**src/design/r2y420_pkg.sv**
```systemverilog
`timescale 1ns / 1ps
// ----------------------------------------------------------------------------
// r2y420_pkg
// Shared types, constants and helpers for the RGB to YUV 4:2:0 packer.
// ----------------------------------------------------------------------------
package r2y420_pkg;

    // Port and state widths
    localparam int SAMPLE_W  = 16;
    localparam int BYTE_W    = 8;
    localparam int ADDR_W    = 25;
    localparam int LUMA_W    = 24;
    localparam int CHROMA_W  = 22;
    localparam int CFG_W     = 13;
    localparam int CFG_IDX_W = 2;

    // Defaults
    localparam int DEF_MAX_WIDTH  = 4096;
    localparam int DEF_MAX_HEIGHT = 4096;
    localparam logic [CFG_W-1:0] RESET_WIDTH  = 13'd640;
    localparam logic [CFG_W-1:0] RESET_HEIGHT = 13'd480;

    // Depth of the queue between front and back
    localparam int JOB_QUEUE_DEPTH = 4;

    // BT.601 integer coefficients
    localparam int SUM_W = 18;
    localparam logic signed [SUM_W-1:0] K_Y_R   = 18'sd66;
    localparam logic signed [SUM_W-1:0] K_Y_G   = 18'sd129;
    localparam logic signed [SUM_W-1:0] K_Y_B   = 18'sd25;
    localparam logic signed [SUM_W-1:0] K_U_R   = -18'sd38;
    localparam logic signed [SUM_W-1:0] K_U_G   = -18'sd74;
    localparam logic signed [SUM_W-1:0] K_U_B   = 18'sd112;
    localparam logic signed [SUM_W-1:0] K_V_R   = 18'sd112;
    localparam logic signed [SUM_W-1:0] K_V_G   = -18'sd94;
    localparam logic signed [SUM_W-1:0] K_V_B   = -18'sd18;
    localparam logic signed [SUM_W-1:0] K_ROUND = 18'sd128;
    localparam logic [BYTE_W-1:0] Y_BIAS      = 8'd16;
    localparam logic [BYTE_W-1:0] CHROMA_BIAS = 8'd128;

    typedef enum logic [CFG_IDX_W-1:0] {
        CFG_FRAME_WIDTH  = 2'd0,
        CFG_FRAME_HEIGHT = 2'd1,
        CFG_LAYOUT       = 2'd2
    } cfg_index_t;

    typedef enum logic [1:0] {
        LAYOUT_I420 = 2'd0,
        LAYOUT_YV12 = 2'd1,
        LAYOUT_NV12 = 2'd2,
        LAYOUT_NV21 = 2'd3
    } layout_t;

    // Byte being emitted for the current pixel
    typedef enum logic [1:0] {
        SEL_LUMA   = 2'd0,
        SEL_FIRST  = 2'd1,
        SEL_SECOND = 2'd2
    } byte_sel_t;

    // Chroma placement seen by the back end
    typedef struct packed {
        layout_t            layout;
        logic [ADDR_W-1:0]  low_base;   // W*H
        logic [ADDR_W-1:0]  high_base;  // W*H + W*H/4
    } chroma_cfg_t;

    // One classified pixel travelling from front to back
    typedef struct packed {
        logic [BYTE_W-1:0]   y;
        logic [BYTE_W-1:0]   u;
        logic [BYTE_W-1:0]   v;
        logic [LUMA_W-1:0]   luma_addr;
        logic [CHROMA_W-1:0] chroma_idx;
        logic                chroma;
        logic                frame_end;
    } job_t;

    // Round down to even, then saturate to 2..limit (limit rounded down to even)
    function automatic logic [31:0] eff_size(input logic [CFG_W-1:0] raw,
                                             input int unsigned limit);
        logic [31:0] v;
        logic [31:0] lim;
        v   = 32'(raw) & 32'hFFFF_FFFE;
        lim = 32'(limit) & 32'hFFFF_FFFE;
        if (lim < 32'd2)
        begin
            lim = 32'd2;
        end
        if (v < 32'd2)
        begin
            v = 32'd2;
        end
        if (v > lim)
        begin
            v = lim;
        end
        return v;
    endfunction

    function automatic logic [BYTE_W-1:0] clamp_sample(
        input logic signed [SAMPLE_W-1:0] s);
        logic [BYTE_W-1:0] c;
        if (s < 0)
        begin
            c = '0;
        end
        else if (s > 16'sd255)
        begin
            c = 8'hFF;
        end
        else
        begin
            c = s[BYTE_W-1:0];
        end
        return c;
    endfunction

endpackage

```
**src/design/r2y420_cfg.sv**
```systemverilog
`timescale 1ns / 1ps
// ----------------------------------------------------------------------------
// r2y420_cfg
// Configuration registers: effective frame size, plane bases and layout.
// ----------------------------------------------------------------------------
module r2y420_cfg #(
    parameter int MAX_WIDTH  = r2y420_pkg::DEF_MAX_WIDTH,
    parameter int MAX_HEIGHT = r2y420_pkg::DEF_MAX_HEIGHT,
    parameter int DIMW_W     = $clog2(MAX_WIDTH + 1),
    parameter int DIMH_W     = $clog2(MAX_HEIGHT + 1)
) (
    input  logic                                  clk,
    input  logic                                  rst_n,
    input  logic                                  cfg_we,
    input  logic [r2y420_pkg::CFG_IDX_W-1:0]      cfg_index,
    input  logic [r2y420_pkg::CFG_W-1:0]          cfg_wdata,
    output logic                                  restart,
    output logic [DIMW_W-1:0]                     eff_width,
    output logic [DIMH_W-1:0]                     eff_height,
    output r2y420_pkg::chroma_cfg_t               chroma_cfg
);
    import r2y420_pkg::*;

    localparam int AREA_W = DIMW_W + DIMH_W;
    localparam logic [31:0] RST_W = eff_size(RESET_WIDTH, MAX_WIDTH);
    localparam logic [31:0] RST_H = eff_size(RESET_HEIGHT, MAX_HEIGHT);
    localparam logic [63:0] RST_AREA = 64'(RST_W) * 64'(RST_H);

    logic [DIMW_W-1:0] width_reg,  width_next;
    logic [DIMH_W-1:0] height_reg, height_next;
    logic [AREA_W-1:0] area_reg,   area_next;
    logic [AREA_W-1:0] hbase_reg,  hbase_next;
    layout_t           layout_reg, layout_next;

    logic [31:0] wr_w;
    logic [31:0] wr_h;

    always_comb
    begin
        wr_w        = eff_size(cfg_wdata, MAX_WIDTH);
        wr_h        = eff_size(cfg_wdata, MAX_HEIGHT);
        width_next  = width_reg;
        height_next = height_reg;
        layout_next = layout_reg;
        restart     = 1'b0;
        if (cfg_we)
        begin
            unique case (cfg_index)
                CFG_FRAME_WIDTH:
                begin
                    width_next = wr_w[DIMW_W-1:0];
                    restart    = 1'b1;
                end
                CFG_FRAME_HEIGHT:
                begin
                    height_next = wr_h[DIMH_W-1:0];
                    restart     = 1'b1;
                end
                CFG_LAYOUT:
                begin
                    layout_next = layout_t'(cfg_wdata[1:0]);
                    restart     = 1'b1;
                end
                default:
                begin
                    // unknown index: drop the write
                end
            endcase
        end
        area_next  = AREA_W'(width_next) * AREA_W'(height_next);
        hbase_next = area_next + (area_next >> 2);
    end

    always_ff @(posedge clk or negedge rst_n)
    begin
        if (!rst_n)
        begin
            width_reg  <= RST_W[DIMW_W-1:0];
            height_reg <= RST_H[DIMH_W-1:0];
            area_reg   <= RST_AREA[AREA_W-1:0];
            hbase_reg  <= AREA_W'(RST_AREA + (RST_AREA >> 2));
            layout_reg <= LAYOUT_I420;
        end
        else
        begin
            width_reg  <= width_next;
            height_reg <= height_next;
            area_reg   <= area_next;
            hbase_reg  <= hbase_next;
            layout_reg <= layout_next;
        end
    end

    assign eff_width            = width_reg;
    assign eff_height           = height_reg;
    assign chroma_cfg.layout    = layout_reg;
    assign chroma_cfg.low_base  = ADDR_W'(area_reg);
    assign chroma_cfg.high_base = ADDR_W'(hbase_reg);

endmodule

```
**src/design/r2y420_front.sv**
```systemverilog
`timescale 1ns / 1ps
// ----------------------------------------------------------------------------
// r2y420_front
// Pixel intake: clamp, BT.601 conversion, raster position and job build.
// ----------------------------------------------------------------------------
module r2y420_front #(
    parameter int MAX_WIDTH  = r2y420_pkg::DEF_MAX_WIDTH,
    parameter int MAX_HEIGHT = r2y420_pkg::DEF_MAX_HEIGHT,
    parameter int DIMW_W     = $clog2(MAX_WIDTH + 1),
    parameter int DIMH_W     = $clog2(MAX_HEIGHT + 1)
) (
    input  logic                                 clk,
    input  logic                                 rst_n,
    input  logic                                 push,
    output logic                                 full,
    input  logic signed [r2y420_pkg::SAMPLE_W-1:0] red_sample,
    input  logic signed [r2y420_pkg::SAMPLE_W-1:0] green_sample,
    input  logic signed [r2y420_pkg::SAMPLE_W-1:0] blue_sample,
    input  logic                                 restart,
    input  logic [DIMW_W-1:0]                    eff_width,
    input  logic [DIMH_W-1:0]                    eff_height,
    output logic                                 job_push,
    output r2y420_pkg::job_t                     job,
    input  logic                                 job_full
);
    import r2y420_pkg::*;

    localparam int COL_W = $clog2(MAX_WIDTH);
    localparam int ROW_W = $clog2(MAX_HEIGHT);

    logic [COL_W-1:0]    col_reg,    col_next;
    logic [ROW_W-1:0]    row_reg,    row_next;
    logic [LUMA_W-1:0]   luma_reg,   luma_next;
    logic [CHROMA_W-1:0] chroma_reg, chroma_next;

    logic                    accept;
    logic [DIMW_W-1:0]       col_inc;
    logic [DIMH_W-1:0]       row_inc;
    logic                    col_end;
    logic                    row_end;
    logic                    frame_end;
    logic                    chroma;
    logic [BYTE_W-1:0]       r_c, g_c, b_c;
    logic signed [SUM_W-1:0] r_s, g_s, b_s;
    logic signed [SUM_W-1:0] y_sum, u_sum, v_sum;

    assign full     = job_full;
    assign accept   = push && !job_full;
    assign job_push = accept;

    assign col_inc   = DIMW_W'(col_reg) + DIMW_W'(1);
    assign row_inc   = DIMH_W'(row_reg) + DIMH_W'(1);
    assign col_end   = col_inc >= eff_width;
    assign row_end   = row_inc >= eff_height;
    assign frame_end = col_end && row_end;
    assign chroma    = !row_reg[0] && !col_reg[0];

    // Colour conversion; bits [15:8] of the sum are the floored shift mod 256
    always_comb
    begin
        r_c   = clamp_sample(red_sample);
        g_c   = clamp_sample(green_sample);
        b_c   = clamp_sample(blue_sample);
        r_s   = $signed(SUM_W'(r_c));
        g_s   = $signed(SUM_W'(g_c));
        b_s   = $signed(SUM_W'(b_c));
        y_sum = K_Y_R * r_s + K_Y_G * g_s + K_Y_B * b_s + K_ROUND;
        u_sum = K_U_R * r_s + K_U_G * g_s + K_U_B * b_s + K_ROUND;
        v_sum = K_V_R * r_s + K_V_G * g_s + K_V_B * b_s + K_ROUND;

        job.y          = y_sum[15:8] + Y_BIAS;
        job.u          = u_sum[15:8] + CHROMA_BIAS;
        job.v          = v_sum[15:8] + CHROMA_BIAS;
        job.luma_addr  = luma_reg;
        job.chroma_idx = chroma_reg;
        job.chroma     = chroma;
        job.frame_end  = frame_end;
    end

    always_comb
    begin
        col_next    = col_reg;
        row_next    = row_reg;
        luma_next   = luma_reg;
        chroma_next = chroma_reg;
        if (restart)
        begin
            col_next    = '0;
            row_next    = '0;
            luma_next   = '0;
            chroma_next = '0;
        end
        else if (accept)
        begin
            if (frame_end)
            begin
                col_next    = '0;
                row_next    = '0;
                luma_next   = '0;
                chroma_next = '0;
            end
            else
            begin
                luma_next = luma_reg + LUMA_W'(1);
                if (chroma)
                begin
                    chroma_next = chroma_reg + CHROMA_W'(1);
                end
                if (col_end)
                begin
                    col_next = '0;
                    row_next = row_inc[ROW_W-1:0];
                end
                else
                begin
                    col_next = col_inc[COL_W-1:0];
                end
            end
        end
    end

    always_ff @(posedge clk or negedge rst_n)
    begin
        if (!rst_n)
        begin
            col_reg    <= '0;
            row_reg    <= '0;
            luma_reg   <= '0;
            chroma_reg <= '0;
        end
        else
        begin
            col_reg    <= col_next;
            row_reg    <= row_next;
            luma_reg   <= luma_next;
            chroma_reg <= chroma_next;
        end
    end

    a_col_in_frame: assert property (@(posedge clk) disable iff (!rst_n)
        DIMW_W'(col_reg) < eff_width && DIMH_W'(row_reg) < eff_height)
        else $error("raster position outside the frame");

endmodule

```
**src/design/r2y420_fifo.sv**
```systemverilog
`timescale 1ns / 1ps
// ----------------------------------------------------------------------------
// r2y420_fifo
// Small register queue decoupling pixel intake from byte emission.
// ----------------------------------------------------------------------------
module r2y420_fifo #(
    parameter int WIDTH = 8,
    parameter int DEPTH = 4
) (
    input  logic             clk,
    input  logic             rst_n,
    input  logic             wr_en,
    input  logic [WIDTH-1:0] wr_data,
    output logic             full,
    input  logic             rd_en,
    output logic [WIDTH-1:0] rd_data,
    output logic             empty
);
    localparam int PTR_W = (DEPTH > 1) ? $clog2(DEPTH) : 1;
    localparam int CNT_W = $clog2(DEPTH + 1);

    logic [WIDTH-1:0] mem_reg [DEPTH];
    logic [PTR_W-1:0] wr_ptr_reg, wr_ptr_next;
    logic [PTR_W-1:0] rd_ptr_reg, rd_ptr_next;
    logic [CNT_W-1:0] count_reg,  count_next;
    logic             do_wr;
    logic             do_rd;

    assign full    = count_reg == CNT_W'(DEPTH);
    assign empty   = count_reg == '0;
    assign do_wr   = wr_en && !full;
    assign do_rd   = rd_en && !empty;
    assign rd_data = mem_reg[rd_ptr_reg];

    always_comb
    begin
        wr_ptr_next = wr_ptr_reg;
        rd_ptr_next = rd_ptr_reg;
        count_next  = count_reg;
        if (do_wr)
        begin
            wr_ptr_next = (wr_ptr_reg == PTR_W'(DEPTH - 1)) ? '0 : wr_ptr_reg + PTR_W'(1);
        end
        if (do_rd)
        begin
            rd_ptr_next = (rd_ptr_reg == PTR_W'(DEPTH - 1)) ? '0 : rd_ptr_reg + PTR_W'(1);
        end
        if (do_wr && !do_rd)
        begin
            count_next = count_reg + CNT_W'(1);
        end
        else if (do_rd && !do_wr)
        begin
            count_next = count_reg - CNT_W'(1);
        end
    end

    always_ff @(posedge clk or negedge rst_n)
    begin
        if (!rst_n)
        begin
            wr_ptr_reg <= '0;
            rd_ptr_reg <= '0;
            count_reg  <= '0;
        end
        else
        begin
            wr_ptr_reg <= wr_ptr_next;
            rd_ptr_reg <= rd_ptr_next;
            count_reg  <= count_next;
        end
    end

    always_ff @(posedge clk)
    begin
        if (do_wr)
        begin
            mem_reg[wr_ptr_reg] <= wr_data;
        end
    end

    a_ptr_match: assert property (@(posedge clk) disable iff (!rst_n)
        (empty || full) |-> wr_ptr_reg == rd_ptr_reg)
        else $error("queue pointers disagree with fill count");

endmodule

```
**src/design/r2y420_back.sv**
```systemverilog
`timescale 1ns / 1ps
// ----------------------------------------------------------------------------
// r2y420_back
// Byte sequencer: expands each job into its Y transfer and, for chroma pixels, its U and V transfers.
// ----------------------------------------------------------------------------
module r2y420_back (
    input  logic                              clk,
    input  logic                              rst_n,
    input  r2y420_pkg::job_t                  job_in,
    input  logic                              job_empty,
    output logic                              job_pop,
    input  r2y420_pkg::chroma_cfg_t           chroma_cfg,
    output logic                              empty,
    input  logic                              pop,
    output logic [r2y420_pkg::ADDR_W-1:0]     byte_address,
    output logic [r2y420_pkg::BYTE_W-1:0]     byte_value,
    output logic                              last_of_pixel,
    output logic                              frame_done
);
    import r2y420_pkg::*;

    job_t              job_reg,   job_next;
    logic              busy_reg,  busy_next;
    byte_sel_t         sel_reg,   sel_next;
    logic              ovld_reg,  ovld_next;
    logic [ADDR_W-1:0] addr_reg,  addr_next;
    logic [BYTE_W-1:0] val_reg,   val_next;
    logic              last_reg,  last_next;
    logic              done_reg,  done_next;

    logic              advance;
    logic              finishing;
    logic              load;
    logic [ADDR_W-1:0] idx;
    logic [ADDR_W-1:0] first_addr, second_addr;
    logic [BYTE_W-1:0] first_val,  second_val;

    assign advance = !ovld_reg || pop;

    // Chroma placement for the current job
    always_comb
    begin
        idx = ADDR_W'(job_reg.chroma_idx);
        unique case (chroma_cfg.layout)
            LAYOUT_I420:
            begin
                first_addr  = chroma_cfg.low_base + idx;
                second_addr = chroma_cfg.high_base + idx;
                first_val   = job_reg.u;
                second_val  = job_reg.v;
            end
            LAYOUT_YV12:
            begin
                first_addr  = chroma_cfg.high_base + idx;
                second_addr = chroma_cfg.low_base + idx;
                first_val   = job_reg.u;
                second_val  = job_reg.v;
            end
            LAYOUT_NV12:
            begin
                first_addr  = chroma_cfg.low_base + {idx[ADDR_W-2:0], 1'b0};
                second_addr = chroma_cfg.low_base + {idx[ADDR_W-2:0], 1'b1};
                first_val   = job_reg.u;
                second_val  = job_reg.v;
            end
            LAYOUT_NV21:
            begin
                first_addr  = chroma_cfg.low_base + {idx[ADDR_W-2:0], 1'b0};
                second_addr = chroma_cfg.low_base + {idx[ADDR_W-2:0], 1'b1};
                first_val   = job_reg.v;
                second_val  = job_reg.u;
            end
            default:
            begin
                first_addr  = '0;
                second_addr = '0;
                first_val   = '0;
                second_val  = '0;
            end
        endcase
    end

    always_comb
    begin
        job_next  = job_reg;
        busy_next = busy_reg;
        sel_next  = sel_reg;
        ovld_next = ovld_reg;
        addr_next = addr_reg;
        val_next  = val_reg;
        last_next = last_reg;
        done_next = done_reg;
        finishing = 1'b0;

        if (advance)
        begin
            ovld_next = busy_reg;
            if (busy_reg)
            begin
                unique case (sel_reg)
                    SEL_LUMA:
                    begin
                        addr_next = ADDR_W'(job_reg.luma_addr);
                        val_next  = job_reg.y;
                        last_next = !job_reg.chroma;
                        done_next = job_reg.frame_end && !job_reg.chroma;
                        if (job_reg.chroma)
                        begin
                            sel_next = SEL_FIRST;
                        end
                        else
                        begin
                            finishing = 1'b1;
                        end
                    end
                    SEL_FIRST:
                    begin
                        addr_next = first_addr;
                        val_next  = first_val;
                        last_next = 1'b0;
                        done_next = 1'b0;
                        sel_next  = SEL_SECOND;
                    end
                    SEL_SECOND:
                    begin
                        addr_next = second_addr;
                        val_next  = second_val;
                        last_next = 1'b1;
                        done_next = job_reg.frame_end;
                        sel_next  = SEL_LUMA;
                        finishing = 1'b1;
                    end
                    default:
                    begin
                        sel_next = SEL_LUMA;
                    end
                endcase
            end
        end

        // Fetch the next job once the current one has issued its last byte
        load    = (!busy_reg || finishing) && !job_empty;
        job_pop = load;
        if (load)
        begin
            job_next  = job_in;
            busy_next = 1'b1;
        end
        else if (finishing)
        begin
            busy_next = 1'b0;
        end
    end

    always_ff @(posedge clk or negedge rst_n)
    begin
        if (!rst_n)
        begin
            busy_reg <= 1'b0;
            sel_reg  <= SEL_LUMA;
            ovld_reg <= 1'b0;
        end
        else
        begin
            busy_reg <= busy_next;
            sel_reg  <= sel_next;
            ovld_reg <= ovld_next;
        end
    end

    always_ff @(posedge clk)
    begin
        job_reg  <= job_next;
        addr_reg <= addr_next;
        val_reg  <= val_next;
        last_reg <= last_next;
        done_reg <= done_next;
    end

    assign empty         = !ovld_reg;
    assign byte_address  = addr_reg;
    assign byte_value    = val_reg;
    assign last_of_pixel = last_reg;
    assign frame_done    = done_reg;

    a_idle_at_luma: assert property (@(posedge clk) disable iff (!rst_n)
        !busy_reg |-> sel_reg == SEL_LUMA)
        else $error("byte selector left mid-pixel without a job");

    a_chroma_only: assert property (@(posedge clk) disable iff (!rst_n)
        (sel_reg != SEL_LUMA) |-> (busy_reg && job_reg.chroma))
        else $error("chroma byte selected for a luma-only pixel");

    a_done_is_last: assert property (@(posedge clk) disable iff (!rst_n)
        (ovld_reg && done_reg) |-> last_reg)
        else $error("frame end flagged on a byte that does not close its pixel");

endmodule

```
**src/design/rgb_to_yuv420_packer.sv**
```systemverilog
`timescale 1ns / 1ps
// ----------------------------------------------------------------------------
// rgb_to_yuv420_packer
// BT.601 RGB to YUV 4:2:0 converter emitting I420/YV12/NV12/NV21 byte writes.
// ----------------------------------------------------------------------------
//  channel  | handshake            | payload
//  ---------+----------------------+------------------------------------------
//  pixel in | push / full          | red_sample, green_sample, blue_sample
//  bytes out| pop / empty          | byte_address, byte_value, last_of_pixel,
//           |                      | frame_done
//  config   | cfg_we               | cfg_index, cfg_wdata
//
//  One byte transfer per cycle leaves the byte sequencer while pop is held;
//  a pixel gives one byte on odd rows or odd columns and three bytes at its
//  2x2 block's top-left: about two bytes per pixel on even rows, one on odd.
//  A four-entry job queue lets pixel intake run ahead of byte emission.
//  Reset clears the raster counters and restores 640x480 I420.
//  A width, height or layout write restarts the frame at the next pixel.
// ----------------------------------------------------------------------------
module rgb_to_yuv420_packer #(
    parameter int MAX_WIDTH  = r2y420_pkg::DEF_MAX_WIDTH,
    parameter int MAX_HEIGHT = r2y420_pkg::DEF_MAX_HEIGHT
) (
    input  logic                                   clk,
    input  logic                                   rst_n,
    input  logic                                   cfg_we,
    input  logic [r2y420_pkg::CFG_IDX_W-1:0]       cfg_index,
    input  logic [r2y420_pkg::CFG_W-1:0]           cfg_wdata,
    input  logic                                   push,
    output logic                                   full,
    input  logic signed [r2y420_pkg::SAMPLE_W-1:0] red_sample,
    input  logic signed [r2y420_pkg::SAMPLE_W-1:0] green_sample,
    input  logic signed [r2y420_pkg::SAMPLE_W-1:0] blue_sample,
    output logic                                   empty,
    input  logic                                   pop,
    output logic [r2y420_pkg::ADDR_W-1:0]          byte_address,
    output logic [r2y420_pkg::BYTE_W-1:0]          byte_value,
    output logic                                   last_of_pixel,
    output logic                                   frame_done
);
    import r2y420_pkg::*;

    localparam int DIMW_W = $clog2(MAX_WIDTH + 1);
    localparam int DIMH_W = $clog2(MAX_HEIGHT + 1);

    logic              restart;
    logic [DIMW_W-1:0] eff_width;
    logic [DIMH_W-1:0] eff_height;
    chroma_cfg_t       chroma_cfg;
    logic              job_push;
    logic              job_full;
    logic              job_pop;
    logic              job_empty;
    job_t              job_wr;
    job_t              job_rd;

    r2y420_cfg #(
        .MAX_WIDTH  (MAX_WIDTH),
        .MAX_HEIGHT (MAX_HEIGHT),
        .DIMW_W     (DIMW_W),
        .DIMH_W     (DIMH_W)
    ) u_cfg (
        .clk        (clk),
        .rst_n      (rst_n),
        .cfg_we     (cfg_we),
        .cfg_index  (cfg_index),
        .cfg_wdata  (cfg_wdata),
        .restart    (restart),
        .eff_width  (eff_width),
        .eff_height (eff_height),
        .chroma_cfg (chroma_cfg)
    );

    r2y420_front #(
        .MAX_WIDTH  (MAX_WIDTH),
        .MAX_HEIGHT (MAX_HEIGHT),
        .DIMW_W     (DIMW_W),
        .DIMH_W     (DIMH_W)
    ) u_front (
        .clk          (clk),
        .rst_n        (rst_n),
        .push         (push),
        .full         (full),
        .red_sample   (red_sample),
        .green_sample (green_sample),
        .blue_sample  (blue_sample),
        .restart      (restart),
        .eff_width    (eff_width),
        .eff_height   (eff_height),
        .job_push     (job_push),
        .job          (job_wr),
        .job_full     (job_full)
    );

    r2y420_fifo #(
        .WIDTH ($bits(job_t)),
        .DEPTH (JOB_QUEUE_DEPTH)
    ) u_job_queue (
        .clk     (clk),
        .rst_n   (rst_n),
        .wr_en   (job_push),
        .wr_data (job_wr),
        .full    (job_full),
        .rd_en   (job_pop),
        .rd_data (job_rd),
        .empty   (job_empty)
    );

    r2y420_back u_back (
        .clk           (clk),
        .rst_n         (rst_n),
        .job_in        (job_rd),
        .job_empty     (job_empty),
        .job_pop       (job_pop),
        .chroma_cfg    (chroma_cfg),
        .empty         (empty),
        .pop           (pop),
        .byte_address  (byte_address),
        .byte_value    (byte_value),
        .last_of_pixel (last_of_pixel),
        .frame_done    (frame_done)
    );

endmodule

```
**config.mk**
```make
export PLATFORM = sky130hd
export DESIGN_NAME = rgb_to_yuv420_packer
export DESIGN_NICKNAME = d
export VERILOG_FILES = /design/src/design/r2y420_pkg.sv /design/src/design/r2y420_cfg.sv /design/src/design/r2y420_front.sv /design/src/design/r2y420_fifo.sv /design/src/design/r2y420_back.sv /design/src/design/rgb_to_yuv420_packer.sv
export SDC_FILE = /design/constraint.sdc
export NUM_CORES = 2
export LEC_CHECK = 0
export BUFFER_PORTS_ARGS = -buffer_cell sky130_fd_sc_hd__buf_2
export CAP_MARGIN = 20
export CORE_AREA = 5 5 244 305
export CTS_BUF_LIST = sky130_fd_sc_hd__clkbuf_4
export DETAILED_ROUTE_END_ITERATION = 6
export DIE_AREA = 0 0 249 310
export HOLD_SLACK_MARGIN = 0.02
export PLACE_DENSITY = 0.76
export SKIP_CTS_REPAIR_TIMING = 1
export SLEW_MARGIN = 0
export SYNTH_ARGS = -nofsm -noshare
export SYNTH_HDL_FRONTEND = slang
export SYNTH_SLANG_ARGS = --single-unit
export TNS_END_PERCENT = 1
```
**constraint.sdc**
```tcl
create_clock -name clk -period 7.2 [get_ports clk]
set_input_delay 0.36 -clock clk [delete_from_list [all_inputs] [get_ports clk]]
set_output_delay 0.36 -clock clk [all_outputs]
set_load 0.05 [all_outputs]
```
After elaboration in Yosys (flattened, before gate mapping). Memory sizes are Yosys's and may differ from the RTL's. A register that Yosys moved wholly into a read port is not among the register bits. Cells that the tools add are included.

Multiplexer cells: 51. $mul: 10. Eq/ne operators: 11. Magnitude comparators: 10. $add $sub $neg: 25. Reductions and logical operators: 38.

Operator list (number): $pmux 25 s3 (3); $add 16x16->16 (6); $mux 12 (8); $mux 22 (4); $mux 13 (6); $mux 24 (3); $add 25x22->25 (2); $add 25x23->25 (2); $add 16x9->16 const B (3); $gt 16x9->1 const B (3); $lt 16x1->1 const B (3); $mux 8 (6); $pmux 8 s2 (2); $mul 7x9->15 const A (2); $add 12x1->13 const B (2); $ge 13x13->1 (2); $mul 13x13->26 (1); $add 25x24->25 (1); $add 24x1->24 const B (1); $pmux 8 s3 (1); $add 22x1->22 const B (1); $mul 3x8->11 const A (2); $add 8x8->8 const B (2); $mul 8x8->16 const A (1); other kinds (31) (78).

Output and inout bits: 37. Logic and storage cells: 165. Register bits: 194. RAM bits: 288. Memories: 1. Bits of input ports: 68.

Memories: u_job_queue.mem_reg (words 4, width 72, rd ports 1, clocked after memory_dff 1, wr ports 1, line r2y420_fifo.sv:22) `logic [WIDTH-1:0] mem_reg [DEPTH];`.

Longest topological paths before layout.
Word-level depth: 10. Depth in mapped cells: 35. Gate-level depth less buffers: 34.

Cells and area by module. A second synthesis with hierarchy kept.

Cells, all modules: 3851. Area, all modules: 42209.2 sq um.

By module, submodules not included: r2y420_front (area an instance 12948.7 sq um, sequential area each 1751.7 sq um, times used 1, cells each 1428); r2y420_fifo (area an instance 10840.4 sq um, sequential area each 8823.5 sq um, times used 1, cells each 413); r2y420_back (area an instance 9436.6 sq um, sequential area each 3313.2 sq um, times used 1, cells each 1030); r2y420_cfg (area an instance 8983.6 sq um, sequential area each 1973.1 sq um, times used 1, cells each 980).

Worst setup path after synthesis. No wires, ideal clock.

Path kind: input port to flip-flop. From: input port cfg_index[0] (netlist name). To: register u_cfg.hbase_reg[23]. Slack: -0.653 ns. Path buffers: 2. Stages: 32. Data required time: 7.129 ns. Library setup time: 0.071 ns. Arrival time: 7.782 ns. Cell sequence: or3b_2 clkbuf_1 clkbuf_1 a21oi_1 inv_1 nand2_1 fa_1 fa_1 inv_1 fa_1 fa_1 inv_1 fa_1 inv_1 ha_1 a21oi_1 nand2b_1 o31ai_1 nor2_1 o21ai_0 a21o_1 a21oi_1 xnor2_1 ha_1 nand2_1 o21ai_1 a41o_1 nor4_1 nor3_1 a31oi_2 or4b_1 nand4_1.

Cells in the longest elaborated chain, start to end: 5. Elaborated cells on any way between the ends: 8. Those cells by class: add/sub: 1; mul: 1; eq/ne: 1; mux: 4; reduce/logical: 1.

RTL lines: from (decl) (line rgb_to_yuv420_packer.sv:27) `input logic [r2y420_pkg::CFG_IDX_W-1:0] cfg_index,`; $logic_not 2->1 (line r2y420_cfg.sv:48) `unique case (cfg_index)`; $mux 13 (line r2y420_cfg.sv:48); $mux 13 (line r2y420_cfg.sv:46) `if (cfg_we)`; net u_cfg.width_next[1] (line r2y420_cfg.sv:29) `logic [DIMW_W-1:0] width_reg, width_next;`; $mul 13x13->26 (line r2y420_cfg.sv:70) `area_next = AREA_W'(width_next) * AREA_W'(height_next);`; net u_cfg.area_next[18] (line r2y420_cfg.sv:31) `logic [AREA_W-1:0] area_reg, area_next;`; $add 25x24->25 (line r2y420_cfg.sv:71) `hbase_next = area_next + (area_next >> 2);`; net u_cfg.hbase_next[23] (line r2y420_cfg.sv:32) `logic [AREA_W-1:0] hbase_reg, hbase_next;`; to (signal assigned) (line r2y420_cfg.sv:81) `hbase_reg <= AREA_W'(RST_AREA + (RST_AREA >> 2));`; to (signal assigned) (line r2y420_cfg.sv:89) `hbase_reg <= hbase_next;`; to (decl) (line r2y420_cfg.sv:32).

The timed path passes the listed nets, and every way through them passes these cells. A chain may end at the register's enable or synchronous reset.

Worst setup path in the final report.
From: register u_cfg.height_reg[6] (netlist: u_cfg.eff_height[6]). To: register u_cfg.hbase_reg[23].

Cells in the longest elaborated chain, start to end: 4.

RTL lines: from (decl) (line r2y420_cfg.sv:30) `logic [DIMH_W-1:0] height_reg, height_next;`; from (signal assigned) (line r2y420_cfg.sv:79) `height_reg <= RST_H[DIMH_W-1:0];`; from (signal assigned) (line r2y420_cfg.sv:87) `height_reg <= height_next;`; $mux 13 (line r2y420_cfg.sv:48); $mux 13 * (line r2y420_cfg.sv:46); $mul 13x13->26 * (line r2y420_cfg.sv:70); net u_cfg.area_next[14] (line r2y420_cfg.sv:31); $add 25x24->25 * (line r2y420_cfg.sv:71); net u_cfg.hbase_next[23] (line r2y420_cfg.sv:32).

Mark *: on every way through the listed nets, which the timed path passes. The rest lies on a longest branch.

==> results_dict.tcl <==
set metrics [dict create \
    outcome "completed" \
    critPathTopFamily "adder cells" \
    layout.nets 5153 \
    start_util 0.593 \
    seq_power_share 0.272 \
    r2r_slack_ns 0.29 \
    hold_viol 0 \
    fmax_ghz 0.145 \
    yosysSeqAreaShare 0.375 \
    clk_latency_ns 0.94 \
    drc 0 \
    clk_transition_reported_paths_ns 0.07 \
    reg2regPathDepth 33 \
    drive_above_1_share 0.190 \
    skew_ns 0.0583 \
    crit_cells 33 \
    synth_cells 3937 \
    ant_nets 0 \
    yosysWarnings 0 \
    p_leak_nw 21.9 \
    routed_wl_mm 109 \
    ios 105 \
    final.setup.tns_ns 0 \
    track_usage 0.282 \
    fin_util 0.675 \
    p_comb_frac 0.617 \
    grt_overflow_total 0 \
    core-area_mm2 0.0714 \
    die-height_um 310 \
    async_reset_ff_frac 0.287 \
    post-route-min-period_ns 6.91 \
    area_growth_pct 13.9 \
    cp.arrival_ns 7.74 \
    ir_drop_mv 0.633 \
    p_clk_frac 0.112 \
    synth_edf_count 395 \
    slowest_delay_ns 0.54 \
    wl_per_cell_um 19.9 \
    antenna_found_initial 2 \
    first_iter_violations 2339 \
    cts_root_buf "clkbuf_4" \
    avgSynthCellArea_um2 10.8 \
    finalSetupViolations 0 \
    vias 31400 \
    synth_ff_type "edfxtp_1" \
    tightest_slew_ns 1.06 \
    critPathBufInv 7 \
    clock_sinks 554 \
    ys_ff_latch 554 \
    grt_pass1_vias 33000 \
    switchingPower_mw 10.9 \
    synth.net_count 4713 \
    clk_path_buf_depth 3 \
    critPathSlowestCell "dfstp_2" \
    syn_area_mm2 0.0423 \
    path_max_fanout 6 \
    hpwl_mm 83.3 \
    rows 110 \
    rr_startpoint "u_cfg.eff_height[6]$_DFF_PN1_" \
    grt_max_degree 85 \
    worst-setup-path-type "flip-flop to flip-flop" \
    die_x_um 249 \
    end_kind "flip-flop" \
    grt_pass1_wl_mm 172 \
    min_period_over_period 0.960 \
    routabilityCongestion 0.989 \
    power_density_mw_per_mm2 502 \
    required_ns 8.03 \
    cts-htree-levels 4 \
    yosys.cell_types.count 91 \
    maxSlewViolCount 0 \
    io_buffers 104 \
    critPathLaunch "u_cfg.eff_height[6]$_DFF_PN1_" \
    final_cell_mix "inv_1, ha_1, edfxtp_1, buf_4, nor2_1" \
    cts_buffers 136 \
    rr_endpoint "u_cfg.hbase_reg[23]$_DFF_PN0_" \
    largest_reg_flops 288 \
    die_area_mm2 0.0772 \
    cap_viol_max_count 0 \
    totalPowerFinal_mw 24.2 \
    layout_commonest_cell "inv_1" \
    rsz0062_at_grt "true" \
    relSlewSlack 0.294 \
    crit_end "u_cfg.hbase_reg[23]$_DFF_PN0_" \
    internal_power_mw 13.3 \
    hp-class "input port to asynchronous set/reset pin" \
    swShare 0.450 \
    cp-start-kind "flip-flop" \
    cts_tree "built" \
    viasPerCell 5.77 \
    dr.pass1.iters 6 \
]
how the worst min path moves through the flow:
| stage | to | slack (ns) | depth (start not counted) |
|---|---|---|---|
| 2_1_floorplan | u_back.busy_reg$_DFFE_PN0P_ | 0.06 | 0 |
| 3_3_place_gp | u_front.row_reg[11]$_DFFE_PN0P_ | 0.47 | 2 |
| 3_5_place_dp | u_front.row_reg[9]$_DFFE_PN0P_ | 0.48 | 1 |
| 4_1_cts | u_front.luma_reg[22]$_DFFE_PN0P_ | -0.56 | 1 |
| 5_1_grt | u_front.row_reg[10]$_DFFE_PN0P_ | 0.11 | 2 |
| 6_report | u_front.row_reg[10]$_DFFE_PN0P_ | 0.05 | 2 |
power groups by stage:
stage,combinational (mW),clock [mW],sequential [mW]
after floorplan,9.65,0,6.69
after global placement,14.4,0,6.64
after detailed placement,14.8,0,6.71
after CTS,14.9,2.76,6.65
after global routing,16.4,2.96,6.68
final,14.9,2.70,6.58
cells in the mapped netlist, types with 73 or more instances:
cell / instances / area share
clkbuf_1: 99 / 0.0088
ha_1: 482 / 0.14
xnor2_1: 156 / 0.032
nor2_1: 297 / 0.026
fa_1: 226 / 0.11
nand2_1: 288 / 0.026
xor2_1: 88 / 0.018
o21ai_0: 73 / 0.0086
dfrtp_1: 142 / 0.084
a21oi_1: 205 / 0.024
a21o_1: 83 / 0.015
inv_1: 488 / 0.043
edfxtp_1: 395 / 0.28
kinds of logic (layout without fill, tap and decap cells):
kind of cell,Yosys count,count (layout),share of synthesized area
AO/OA/AOI/OAI,774,774,0.121
XOR/XNOR,245,245,0.0509
adder cells (fa/ha/maj),708,708,0.249
buffers and inverters,616,1168,0.0547
flip-flops,554,554,0.375
multiplexers,111,111,0.0479
other,0,2,0
AND/OR/NAND/NOR,929,929,0.101
metrics by stage:
| stage | worst slack (ns) | instance area (um2) | hold WS (ns) | cells |
|---|---|---|---|---|
| after floorplan | 0.00128 | 42600 | 0.0644 | 3937 |
| after global placement | -0.215 | 46200 | 0.470 | 5184 |
| after detailed placement | -0.386 | 46200 | 0.478 | 5184 |
| after CTS | 0.140 | 48000 | -0.558 | 5434 |
| after global routing | -0.103 | 48200 | 0.109 | 5443 |
| final | 0.292 | 48200 | 0.0467 | 5443 |
final cells by class:
cell class	count	area, um2
flip-flops and latches	554	15900
well taps	952	1190
repair buffers	412	2910
clock buffers	201	1510
fillers	5388	23200
inverters	506	1920
clock inverters	49	325
diodes	2	5.00
multi-input cells	2767	24500
per-layer routing:
metal	vias to the layer above	part of all wire	routed length (um)	global-route usage
li1	14800	-	-	-
met1	15200	0.37	39900	0.317
met2	1049	0.52	56900	0.520
met3	303	0.049	5270	0.0354
met4	0	0.059	6450	0.159
met5	-	0	0	0
worst register-to-register path, delay by kind of cell (launching register included):
kind	cells	cell delay (ns)
buf+inv	7	0.75
fa+ha+maj	7	2.90
compound gates	11	1.73
flops	1	0.54
xor+xnor	1	0.12
simple gates	7	0.76
(Power assumes the default switching activity.)
